[src/sv/accel_magnitude_to_color_defines.svh]
// Assertion helpers for the accelerometer color block.
`ifndef ACCEL_MAGNITUDE_TO_COLOR_DEFINES_SVH
`define ACCEL_MAGNITUDE_TO_COLOR_DEFINES_SVH

// Same-cycle implication, clocked on clk_i, off during reset.
`define AMC_ASSERT_IMP(label, ante, cons, msg) \
  label: assert property (@(posedge clk_i) disable iff (!rst_ni) (ante) |-> (cons)) \
    else $error(msg);

// Next-cycle implication, clocked on clk_i, off during reset.
`define AMC_ASSERT_NXT(label, ante, cons, msg) \
  label: assert property (@(posedge clk_i) disable iff (!rst_ni) (ante) |=> (cons)) \
    else $error(msg);

`endif

[src/sv/amc_pkg.sv]
`default_nettype none

package amc_pkg;

  localparam int unsigned QDEPTH    = 4;
  localparam int unsigned QPTR_W    = 2;
  localparam int unsigned QCNT_W    = 3;
  localparam int unsigned SUM_W     = 32;
  localparam int unsigned MAG_W     = 16;
  localparam int unsigned SQ_STAGES = 16;
  localparam int unsigned FRAC_W    = 13;

  localparam logic [MAG_W-1:0] MAG_MAX = 16'd32768;

  typedef struct packed {
    logic signed [15:0] accel_x;
    logic signed [15:0] accel_y;
    logic signed [15:0] accel_z;
  } amc_in_t;

  typedef struct packed {
    logic [7:0]  red;
    logic [7:0]  green;
    logic [7:0]  blue;
    logic [15:0] magnitude;
  } amc_out_t;

  typedef struct packed {
    logic [QCNT_W-1:0] count;
    logic              empty;
  } amc_qstat_t;

endpackage

`default_nettype wire

[src/sv/amc_front.sv]
`default_nettype none

module amc_front (
  input  wire                          clk_i,
  input  wire                          rst_ni,
  input  wire                          in_valid_i,
  output logic                         in_ready_o,
  input  amc_pkg::amc_in_t             in_data_i,
  input  amc_pkg::amc_qstat_t          qstat_i,
  output logic                         push_o,
  output logic [amc_pkg::SUM_W-1:0]    push_data_o
);

  logic        s1_v_q, s2_v_q;
  logic [30:0] sqx_q, sqy_q, sqz_q;
  logic [amc_pkg::SUM_W-1:0] sum_q;
  logic signed [31:0] px, py, pz;
  logic [amc_pkg::QCNT_W:0] occ;
  logic accept;

  // reserve a queue slot for every word in flight here
  assign occ = {1'b0, qstat_i.count} + {{amc_pkg::QCNT_W{1'b0}}, s1_v_q}
             + {{amc_pkg::QCNT_W{1'b0}}, s2_v_q};
  assign in_ready_o = (occ < (amc_pkg::QCNT_W + 1)'(amc_pkg::QDEPTH));
  assign accept = in_valid_i & in_ready_o;

  assign px = in_data_i.accel_x * in_data_i.accel_x;
  assign py = in_data_i.accel_y * in_data_i.accel_y;
  assign pz = in_data_i.accel_z * in_data_i.accel_z;

  always_ff @(posedge clk_i or negedge rst_ni) begin
    if (!rst_ni) begin
      s1_v_q <= 1'b0;
      s2_v_q <= 1'b0;
    end else begin
      s1_v_q <= accept;
      s2_v_q <= s1_v_q;
    end
  end

  always_ff @(posedge clk_i) begin
    sqx_q <= px[30:0];
    sqy_q <= py[30:0];
    sqz_q <= pz[30:0];
    sum_q <= {1'b0, sqx_q} + {1'b0, sqy_q} + {1'b0, sqz_q};
  end

  assign push_o      = s2_v_q;
  assign push_data_o = sum_q;

endmodule

`default_nettype wire

[src/sv/amc_fifo.sv]
`default_nettype none

module amc_fifo (
  input  wire                          clk_i,
  input  wire                          rst_ni,
  input  wire                          push_i,
  input  wire [amc_pkg::SUM_W-1:0]     push_data_i,
  input  wire                          pop_i,
  output logic [amc_pkg::SUM_W-1:0]    pop_data_o,
  output amc_pkg::amc_qstat_t          qstat_o
);

  logic [amc_pkg::SUM_W-1:0]  mem_q [amc_pkg::QDEPTH];
  logic [amc_pkg::QPTR_W-1:0] wptr_q, rptr_q;
  logic [amc_pkg::QCNT_W-1:0] cnt_q, cnt_d;

  always_comb begin
    cnt_d = cnt_q;
    unique case ({push_i, pop_i})
      2'b10:   cnt_d = cnt_q + 1'b1;
      2'b01:   cnt_d = cnt_q - 1'b1;
      default: cnt_d = cnt_q;
    endcase
  end

  always_ff @(posedge clk_i or negedge rst_ni) begin
    if (!rst_ni) begin
      wptr_q <= '0;
      rptr_q <= '0;
      cnt_q  <= '0;
    end else begin
      if (push_i) wptr_q <= wptr_q + 1'b1;
      if (pop_i)  rptr_q <= rptr_q + 1'b1;
      cnt_q <= cnt_d;
    end
  end

  always_ff @(posedge clk_i) begin
    if (push_i) mem_q[wptr_q] <= push_data_i;
  end

  assign pop_data_o    = mem_q[rptr_q];
  assign qstat_o.count = cnt_q;
  assign qstat_o.empty = (cnt_q == '0);

endmodule

`default_nettype wire

[src/sv/amc_back.sv]
`default_nettype none

module amc_back (
  input  wire                          clk_i,
  input  wire                          rst_ni,
  input  amc_pkg::amc_qstat_t          qstat_i,
  output logic                         pop_o,
  input  wire [amc_pkg::SUM_W-1:0]     pop_data_i,
  output logic                         out_valid_o,
  input  wire                          out_ready_i,
  output amc_pkg::amc_out_t            out_data_o
);

  localparam logic [2:0] SEG_BLUE_CYAN   = 3'd0;
  localparam logic [2:0] SEG_CYAN_GREEN  = 3'd1;
  localparam logic [2:0] SEG_GREEN_YEL   = 3'd2;
  localparam logic [2:0] SEG_YEL_RED     = 3'd3;

  localparam int unsigned NS = amc_pkg::SQ_STAGES;

  logic                           adv;
  logic [NS-1:0]                  v_q;
  logic [17:0]                    rem_q  [NS];
  logic [amc_pkg::MAG_W-1:0]      root_q [NS];
  logic [amc_pkg::SUM_W-1:0]      rad_q  [NS];

  logic                           out_v_q;
  amc_pkg::amc_out_t              out_q, out_d;

  assign adv   = !out_v_q || out_ready_i;
  assign pop_o = adv && !qstat_i.empty;

  // one root bit per stage, radicand consumed two bits at a time from the top
  for (genvar k = 0; k < NS; k++) begin : g_stage
    logic                       v_in;
    logic [17:0]                rem_in, rem_d;
    logic [amc_pkg::MAG_W-1:0]  root_in, root_d;
    logic [amc_pkg::SUM_W-1:0]  rad_in;
    logic [19:0]                rem_sh, trial;

    if (k == 0) begin : g_first
      assign v_in    = pop_o;
      assign rem_in  = '0;
      assign root_in = '0;
      assign rad_in  = pop_data_i;
    end else begin : g_next
      assign v_in    = v_q[k-1];
      assign rem_in  = rem_q[k-1];
      assign root_in = root_q[k-1];
      assign rad_in  = rad_q[k-1];
    end

    always_comb begin
      rem_sh = {rem_in, rad_in[amc_pkg::SUM_W-1 -: 2]};
      trial  = {2'b00, root_in, 2'b01};
      if (rem_sh >= trial) begin
        rem_d  = 18'(rem_sh - trial);
        root_d = {root_in[amc_pkg::MAG_W-2:0], 1'b1};
      end else begin
        rem_d  = rem_sh[17:0];
        root_d = {root_in[amc_pkg::MAG_W-2:0], 1'b0};
      end
    end

    always_ff @(posedge clk_i or negedge rst_ni) begin
      if (!rst_ni) begin
        v_q[k] <= 1'b0;
      end else if (adv) begin
        v_q[k] <= v_in;
      end
    end

    always_ff @(posedge clk_i) begin
      if (adv) begin
        rem_q[k]  <= rem_d;
        root_q[k] <= root_d;
        rad_q[k]  <= {rad_in[amc_pkg::SUM_W-3:0], 2'b00};
      end
    end
  end

  // (x * 255) >> 13 for x up to 8192
  function automatic logic [7:0] ramp(input logic [13:0] x);
    logic [21:0] p;
    p = {x, 8'h00} - {8'h00, x};
    return p[20:13];
  endfunction

  logic [amc_pkg::MAG_W-1:0]  root, mag;
  logic [amc_pkg::FRAC_W-1:0] frac;
  logic [13:0]                up, down;

  always_comb begin
    root = root_q[NS-1];
    mag  = (root > amc_pkg::MAG_MAX) ? amc_pkg::MAG_MAX : root;
    frac = mag[amc_pkg::FRAC_W-1:0];
    up   = {1'b0, frac};
    down = 14'd8192 - {1'b0, frac};
    out_d.magnitude = mag;
    unique case (mag[amc_pkg::MAG_W-1:amc_pkg::FRAC_W])
      SEG_BLUE_CYAN: begin
        out_d.red = 8'd0; out_d.green = ramp(up); out_d.blue = 8'd255;
      end
      SEG_CYAN_GREEN: begin
        out_d.red = 8'd0; out_d.green = 8'd255; out_d.blue = ramp(down);
      end
      SEG_GREEN_YEL: begin
        out_d.red = ramp(up); out_d.green = 8'd255; out_d.blue = 8'd0;
      end
      SEG_YEL_RED: begin
        out_d.red = 8'd255; out_d.green = ramp(down); out_d.blue = 8'd0;
      end
      default: begin
        out_d.red = 8'd255; out_d.green = 8'd0; out_d.blue = 8'd0;
      end
    endcase
  end

  always_ff @(posedge clk_i or negedge rst_ni) begin
    if (!rst_ni) begin
      out_v_q <= 1'b0;
    end else if (adv) begin
      out_v_q <= v_q[NS-1];
    end
  end

  always_ff @(posedge clk_i) begin
    if (adv) out_q <= out_d;
  end

  assign out_valid_o = out_v_q;
  assign out_data_o  = out_q;

endmodule

`default_nettype wire

[src/sv/accel_magnitude_to_color.sv]
// Accelerometer magnitude to gradient color.
// Input channel in_valid_i/in_ready_o carries one word: a signed 16-bit x, y, z
// sample at 8192 counts per g. Output channel out_valid_o/out_ready_i returns
// one word per sample: red, green, blue and the magnitude in Q3.13 g,
// clamped at 4.0 g, in input order.
// Throughput: one word per cycle while out_ready_i does not stall the output.
// From input accept to output valid: the squares register at the accept edge,
// then the sum register, the queue, sixteen square-root stages (one root bit
// each) and one color stage.
// The front issues into a four-word queue and only accepts while a queue
// slot is reserved for every word it holds, so in_ready_o depends only on
// registered state and never on out_ready_i.
// When the receiver stalls, the root pipeline and output register hold,
// the queue fills, and in_ready_o drops once the reserved slots run out.
// Reset empties the queue and clears all valid flags; no clearing pass.
`default_nettype none

`include "accel_magnitude_to_color_defines.svh"

module accel_magnitude_to_color (
  input  wire                clk_i,
  input  wire                rst_ni,
  input  wire                in_valid_i,
  output logic               in_ready_o,
  input  amc_pkg::amc_in_t   in_data_i,
  output logic               out_valid_o,
  input  wire                out_ready_i,
  output amc_pkg::amc_out_t  out_data_o
);

  logic                       push, pop;
  logic [amc_pkg::SUM_W-1:0]  push_data, pop_data;
  amc_pkg::amc_qstat_t        qstat;

  amc_front u_front (
    .clk_i       (clk_i),
    .rst_ni      (rst_ni),
    .in_valid_i  (in_valid_i),
    .in_ready_o  (in_ready_o),
    .in_data_i   (in_data_i),
    .qstat_i     (qstat),
    .push_o      (push),
    .push_data_o (push_data)
  );

  amc_fifo u_fifo (
    .clk_i       (clk_i),
    .rst_ni      (rst_ni),
    .push_i      (push),
    .push_data_i (push_data),
    .pop_i       (pop),
    .pop_data_o  (pop_data),
    .qstat_o     (qstat)
  );

  amc_back u_back (
    .clk_i       (clk_i),
    .rst_ni      (rst_ni),
    .qstat_i     (qstat),
    .pop_o       (pop),
    .pop_data_i  (pop_data),
    .out_valid_o (out_valid_o),
    .out_ready_i (out_ready_i),
    .out_data_o  (out_data_o)
  );

  `AMC_ASSERT_IMP(a_no_overflow, push, qstat.count < amc_pkg::QCNT_W'(amc_pkg::QDEPTH), "queue overflow")
  `AMC_ASSERT_IMP(a_no_underrun, pop, !qstat.empty, "pop from empty queue")
  `AMC_ASSERT_NXT(a_stall_holds_queue, out_valid_o && !out_ready_i, qstat.count >= $past(qstat.count), "queue drained during output stall")

endmodule

`default_nettype wire
[config.mk]
export PLATFORM = sky130hd
export DESIGN_NAME = accel_magnitude_to_color
export DESIGN_NICKNAME = d
export VERILOG_FILES = /design/src/sv/amc_pkg.sv /design/src/sv/amc_front.sv /design/src/sv/amc_fifo.sv /design/src/sv/amc_back.sv /design/src/sv/accel_magnitude_to_color.sv
export VERILOG_INCLUDE_DIRS = /design/src /design/src/sv
export SDC_FILE = /design/constraint.sdc
export NUM_CORES = 2
export LEC_CHECK = 0
export BUFFER_PORTS_ARGS = -buffer_cell sky130_fd_sc_hd__buf_2
export CAP_MARGIN = 20
export CORE_ASPECT_RATIO = 1.4
export CORE_UTILIZATION = 30
export CTS_CLUSTER_SIZE = 30
export DETAILED_ROUTE_END_ITERATION = 7
export HOLD_SLACK_MARGIN = 0.12
export PLACE_DENSITY = 0.51
export SLEW_MARGIN = 20
export SYNTH_ARGS = -nofsm -noshare
export SYNTH_HDL_FRONTEND = slang
export SYNTH_SLANG_ARGS = --single-unit
[constraint.sdc]
create_clock -name clk_i -period 20 [get_ports clk_i]
set_input_delay 0 -clock clk_i [delete_from_list [all_inputs] [get_ports clk_i]]
set_output_delay 0 -clock clk_i [all_outputs]
set_load 0.1 [all_outputs]
Word-level counts from Yosys, hierarchy flattened
Memories as Yosys holds them, arrays and structs flattened.
Cells that the tools add are included.
{"block": "classes", "n_addsub": 27, "multipliers": 3, "order_cmp": 18, "eq_ne": 5, "muxes": 39, "bitwise": 1, "reduce_logical": 7}
{"cell": ">= comparator 20 x 18 -> 1 bit", "n": 15}
{"cell": "2-to-1 mux 18 bit", "n": 16}
{"cell": "subtractor 18 bit", "n": 15}
{"cell": "case mux 24 bit (4 select lines)", "n": 1}
{"cell": "multiplier 16 x 16 -> 31 bit", "n": 3}
{"cell": "adder 31 x 31 -> 32 bit", "n": 1}
{"cell": "adder 32 x 31 -> 32 bit", "n": 1}
{"cell": "subtractor 21 x 13 -> 21 bit", "n": 1}
{"cell": "subtractor 21 x 14 -> 21 bit", "n": 1}
{"cell": "2-to-1 mux 1 bit", "n": 20}
{"cell": "> comparator 16 bit (second input constant)", "n": 1}
{"cell": "2-to-1 mux 16 bit", "n": 1}
{"cell": "subtractor 14 x 13 -> 14 bit (first input constant)", "n": 1}
{"cell": "== test 3 x 2 -> 1 bit (second input constant)", "n": 2}
{"cell": "logical NOT 3 bit", "n": 2}
{"cell": "case mux 3 bit (2 select lines)", "n": 1}
{"cell": "adder 2 x 1 -> 2 bit (second input constant)", "n": 2}
{"cell": "adder 3 x 1 -> 4 bit", "n": 1}
{"cell": "adder 4 x 1 -> 4 bit", "n": 1}
{"cell": "less-than comparator 4 x 3 -> 1 bit (second input constant)", "n": 1}
{"cell": "adder 3 x 1 -> 3 bit (second input constant)", "n": 1}
{"cell": "== test 3 x 1 -> 1 bit (second input constant)", "n": 1}
{"cell": "subtractor 2 x 1 -> 3 bit (second input constant)", "n": 1}
{"cell": "subtractor 3 x 1 -> 3 bit (second input constant)", "n": 1}
{"cell": "other kinds (8)", "n": 9}
{"block": "word_totals", "ff_bits": 191, "mem_bits_rw": 1152, "inputBits": 52, "output_inout_bits": 42, "word_cells": 134, "n_memories": 4}
{"memory": "u_back.rad_q", "words": 16, "width": 30, "rd": 15, "rd_clocked_by_memory_dff": 0, "write_ports": 16, "line_no": "amc_back.sv:25", "source": "logic [amc_pkg::SUM_W-1:0] rad_q [NS];"}
{"memory": "u_back.rem_q", "words": 16, "width": 18, "rd": 15, "rd_clocked_by_memory_dff": 0, "write_ports": 16, "line_no": "amc_back.sv:23", "source": "logic [17:0] rem_q [NS];"}
{"memory": "u_back.root_q", "words": 16, "width": 16, "rd": 16, "rd_clocked_by_memory_dff": 0, "write_ports": 16, "line_no": "amc_back.sv:24", "source": "logic [amc_pkg::MAG_W-1:0] root_q [NS];"}
{"memory": "u_fifo.mem_q", "words": 4, "width": 32, "rd": 1, "rd_clocked_by_memory_dff": 0, "write_ports": 1, "line_no": "amc_fifo.sv:13", "source": "logic [amc_pkg::SUM_W-1:0] mem_q [amc_pkg::QDEPTH];"}

Longest topological paths before layout
An unclocked memory read counts as a cell.
{"block": "logic_depth", "ltp_word": 6, "mapped_depth": 26, "mapped_depth_nobuf": 24}

Modules after synthesis
Synthesis repeated with hierarchy kept, for this count alone.
{"block": "unflattened", "cells_unflattened": 5893, "area_unflattened_um2": 67324.6}
{"module": "amc_back", "instances": 1, "cells_per_inst": 2415, "area_per_inst_um2": 31652.9, "seq_area_each_um2": 20424.6}
{"module": "amc_front", "instances": 1, "cells_per_inst": 3274, "area_per_inst_um2": 30614.4, "seq_area_each_um2": 2492.4}
{"module": "amc_fifo", "instances": 1, "cells_per_inst": 204, "area_per_inst_um2": 5057.4, "seq_area_each_um2": 4018.9}

Least setup slack after synthesis
OpenSTA, ideal clock, no wires.
{"block": "synth_timing", "path_kind": "register to register", "from": "reg u_back.out_v_q, in the netlist u_back.out_valid_o", "to": "reg u_back.v_q[13], in the netlist u_back.g_stage[14].v_in", "setup_time_ns": 0.167, "t_arrival_ns": 21.801, "required_ns": 19.833, "slack_ns": -1.968, "stages_incl_launch_ff": 5, "n_path_buf": 2, "period_less_slack_ns": 21.968, "cell_sequence": "dfrtp_1 -> nand2b_1 -> clkbuf_1 -> clkbuf_1 -> mux2_2"}
{"block": "synth_between", "elab_chain_cells": 2}
{"item": "start: declaration", "line_no": "amc_back.sv:27", "source": "logic out_v_q;"}
{"item": "start signal: assignment", "line_no": "amc_back.sv:123", "source": "out_v_q <= v_q[NS-1];"}
{"item": "logical NOT 1 bit", "line_no": "amc_back.sv:30", "source": "assign adv = !out_v_q || out_ready_i;"}
{"item": "logical OR 1 bit", "line_no": "amc_back.sv:30"}
{"item": "via u_back.adv", "line_no": "amc_back.sv:21", "source": "logic adv;"}
{"item": "end signal: indexed assignment", "line_no": "amc_back.sv:69", "source": "v_q[k] <= v_in;"}
{"item": "end: declaration", "line_no": "amc_back.sv:22", "source": "logic [NS-1:0] v_q;"}
The timed path passes the listed nets, and every way through them passes these cells.
A chain may end at the register's enable or synchronous reset.

Worst setup path in the final report
{"block": "layout_timing", "from": "in in_data_i[1] in the netlist's numbering", "to": "reg u_front.sqz_q[30]"}
{"block": "layout_between", "elab_chain_cells": 1}
{"item": "start: declaration", "line_no": "accel_magnitude_to_color.sv:25", "source": "input amc_pkg::amc_in_t in_data_i,"}
{"item": "multiplier 16 x 16 -> 31 bit", "line_no": "amc_front.sv:29", "source": "assign pz = in_data_i.accel_z * in_data_i.accel_z;"}
{"item": "via u_front.pz[30]", "line_no": "amc_front.sv:17", "source": "logic signed [31:0] px, py, pz;"}
{"item": "end signal: assignment", "line_no": "amc_front.sv:44", "source": "sqz_q <= pz[30:0];"}
{"item": "end: declaration", "line_no": "amc_front.sv:15", "source": "logic [30:0] sqx_q, sqy_q, sqz_q;"}
The timed path passes the listed nets, and every way through them passes these cells.

==> results.json <==
{
  "post_cts_resize_count": 0,
  "design.core.area_um2": 222000,
  "dr.first_iter.drc_count": 1644,
  "die_area_um2": 225000,
  "path_buf_inv": 6,
  "num_rows": 205,
  "clk_pin_slew_ps": 50,
  "nNetsFinal": 7213,
  "max_freq_mhz": 157,
  "cp.required_ps": 20580,
  "antenna_found_initial": 2,
  "regArea_um2": 26900,
  "cts_sinks": 942,
  "ys_warn_count": 0,
  "mostFrequentLayoutCell": "inv_1",
  "cts_tree": "done",
  "avgSynthCellArea_um2": 11.4,
  "period_share_pct": 31.8,
  "ant_nets": 0,
  "synth_cell_types": 84,
  "ys_seq_area_share_pct": 40.2,
  "postCtsSetupBuffers": 0,
  "ys_ff_latch": 942,
  "clk_latency_ps": 720,
  "path_class": "primary input to flop",
  "setup_viol": 0,
  "ioPinCount": 94,
  "rsz0062_at_grt": "false",
  "async_flop_share_pct": 2.76,
  "multi_input_area_um2": 35000,
  "io_buffer_count": 93,
  "grt_pass1_vias": 44300,
  "synth.net_count": 7102,
  "wl_per_cell_um": 15.7,
  "cp.arrival_ps": 6940,
  "grt_use_total_pct": 12.6,
  "wl_um": 141000,
  "initial_core_util_pct": 30.2,
  "drive_above_1_share_pct": 6.48,
  "setup-tns-final_ps": 0,
  "slowest_delay_ps": 560,
  "overflow": 0,
  "synthFlopType": "edfxtp_1",
  "critPathMostFrequentCell": "fa_1",
  "finalClockSkew_ps": 51.2,
  "syn-instance-count": 5872,
  "critPathCaptureType": "flop",
  "worst_pin_slew_ps": 1080,
  "hold_class": "primary input to flop",
  "cts_buffer_depth": 3,
  "status": "completed",
  "path_cells": "dlygate4sd3_1, buf_2, and2_1, fa_1, inv_1, fa_1, inv_1, fa_1, fa_1, fa_1, inv_1, fa_1, inv_1, ha_1, nand3_1, or4_1, o221a_2, o21bai_1, a21o_1, a21o_1, a21oi_1, xnor2_1",
  "slew_viol_final": 0,
  "grt_pass1_wl_um": 225000,
  "cts-root-buf": "clkbuf_16",
  "crit_fanout": 20,
  "cap_viol_max_count": 0,
  "grt_max_degree": 182,
  "hold_viol": 0,
  "reg2reg_setup_slack_ps": 14730,
  "period_minus_slack_ps": 6360,
  "synth_area_um2": 67100,
  "vias": 40300,
  "die_h_um": 561,
  "drc": 0,
  "fill_cells": 22100,
  "gp_congestion": 0.861,
  "htreeDepth": 3,
  "dp_hpwl_um": 111000,
  "viasPerCell": 4.50,
  "cts_buffers": 100,
  "cp_slowest_cell": "dlygate4sd3_1",
  "synth-edff-count": 794,
  "layout_common_cells": "1249 x inv_1, 794 x edfxtp_1, 722 x fa_1",
  "die_w_um": 402,
  "worst_setup_path_start_kind": "primary input",
  "holdBufCountCts": 15,
  "first_pass_iters": 5,
  "slew_headroom_pct": 27.9,
  "area_growth_pct": 10.9,
  "path_delay_family": "adder cells"
}
[area by class of cell]
class	count	area share (%)
inverter	1252	6.32
clock buffer	139	3.77
sequential	942	36.2
tap	2898	4.88
timing repair buffer	129	1.10
antenna	1	0.00337
clock inverter	49	0.685
multi-input combinational	3558	47.0
[registers in the layout, indices dropped and copies added (netlist names), 2 cells and up]
name / count
u_back.rad_q: 240
u_fifo.rptr_q: 2
u_fifo.cnt_q: 3
u_fifo.wptr_q: 2
u_front.sqx_q: 30
u_back.out_data_o: 40
u_back.root_q: 136
u_front.sqz_q: 30
u_fifo.mem_q: 128
u_front.push_data_o: 32
u_back.g_stage.v_in: 15
u_back.rem_q: 250
u_front.sqy_q: 30
[cells in the mapped netlist (all sizes together), types with 22 or more instances]
cell | count | area, µm²
nor2b | 39 | 244
and2 | 120 | 751
nand2 | 364 | 1370
nand4 | 25 | 156
o31ai | 22 | 170
o21a | 56 | 420
nor3 | 74 | 370
xnor2 | 247 | 2160
clkbuf | 102 | 384
or3 | 26 | 168
mux4 | 32 | 721
xor2 | 110 | 963
nand3 | 65 | 325
dfrtp | 26 | 651
inv | 1250 | 4690
nand2b | 61 | 382
o21bai | 26 | 195
dfxtp | 122 | 2440
a21o | 60 | 450
a21oi | 230 | 1150
edfxtp | 794 | 23800
nor4 | 42 | 275
ha | 456 | 5710
nor2 | 346 | 1300
o21ai | 126 | 631
or2 | 23 | 144
and3 | 27 | 179
fa | 722 | 14500
mux2 | 43 | 484
a211oi | 28 | 210
[final timing paths]
path	cells after the start	to	startpoint
setup reg to reg	17	u_back.out_data_o[26]$_SDFFCE_PN0P_	u_back.root_q[1][127]$_DFFE_PP_
hold / removal	6	u_front.sqx_q[30]$_DFF_P_	in_data_i[47]
max in group asynchronous	4	u_front.s1_v_q$_DFF_PN0_	rst_ni
min in group asynchronous	4	u_fifo.cnt_q[2]$_DFFE_PN0P_	rst_ni
hold reg to reg	0	u_back.rad_q[0][84]$_DFFE_PP_	u_back.rad_q[0][52]$_DFFE_PP_
setup / recovery	22	u_front.sqz_q[30]$_DFF_P_	in_data_i[1]
[stage by stage]
step	instance area, µm²	cells	utilization [%]	hold WS, ps	worst slack [ps]
5_1_grt	74400	8968	33.4	193	13280
6_report	74400	8968	33.4	191	13640
2_1_floorplan	67100	5872	-	-296	9060
3_5_place_dp	70900	8764	31.9	81.2	13120
4_1_cts	74400	8967	33.4	153	13670
3_3_place_gp	70900	8764	31.9	72.0	13260
[layer usage]
layer  wire length, µm  part of all wire [%]  vias to the layer above  global-route usage, %
li1                  -                     -                    19400                      -
met1             48700                    35                    20100                   11.9
met2             83300                    59                      591                   26.4
met3              3430                   2.4                      251                   1.39
met4              5290                   3.8                        2                   5.11
met5                 8                0.0057                        -                      0
[cell families (layout without fill, tap and decap cells)]
family	Yosys count	after routing	share of synthesized area [%]
AND/OR/NAND/NOR	1255	1255	8.98
multiplexers	81	81	1.89
XOR/XNOR	357	357	4.66
buffers and inverters	1372	1569	7.71
AO/OA/AOI/OAI	686	686	6.52
other	1	2	0.00559
flip-flops	942	942	40.2
adder cells (fa/ha/maj)	1178	1178	30.1
[tightest hold or removal path, stage by stage]
cell and delay, ps:
buf_2 200, nand2_1 160, xnor2_1 100, xnor2_1 160, xnor2_1 100, xnor2_1 130
Power is left out: the tool's default activity adds up to more than one toggle a clock period on the data nets, which glitch-free logic cannot reach.
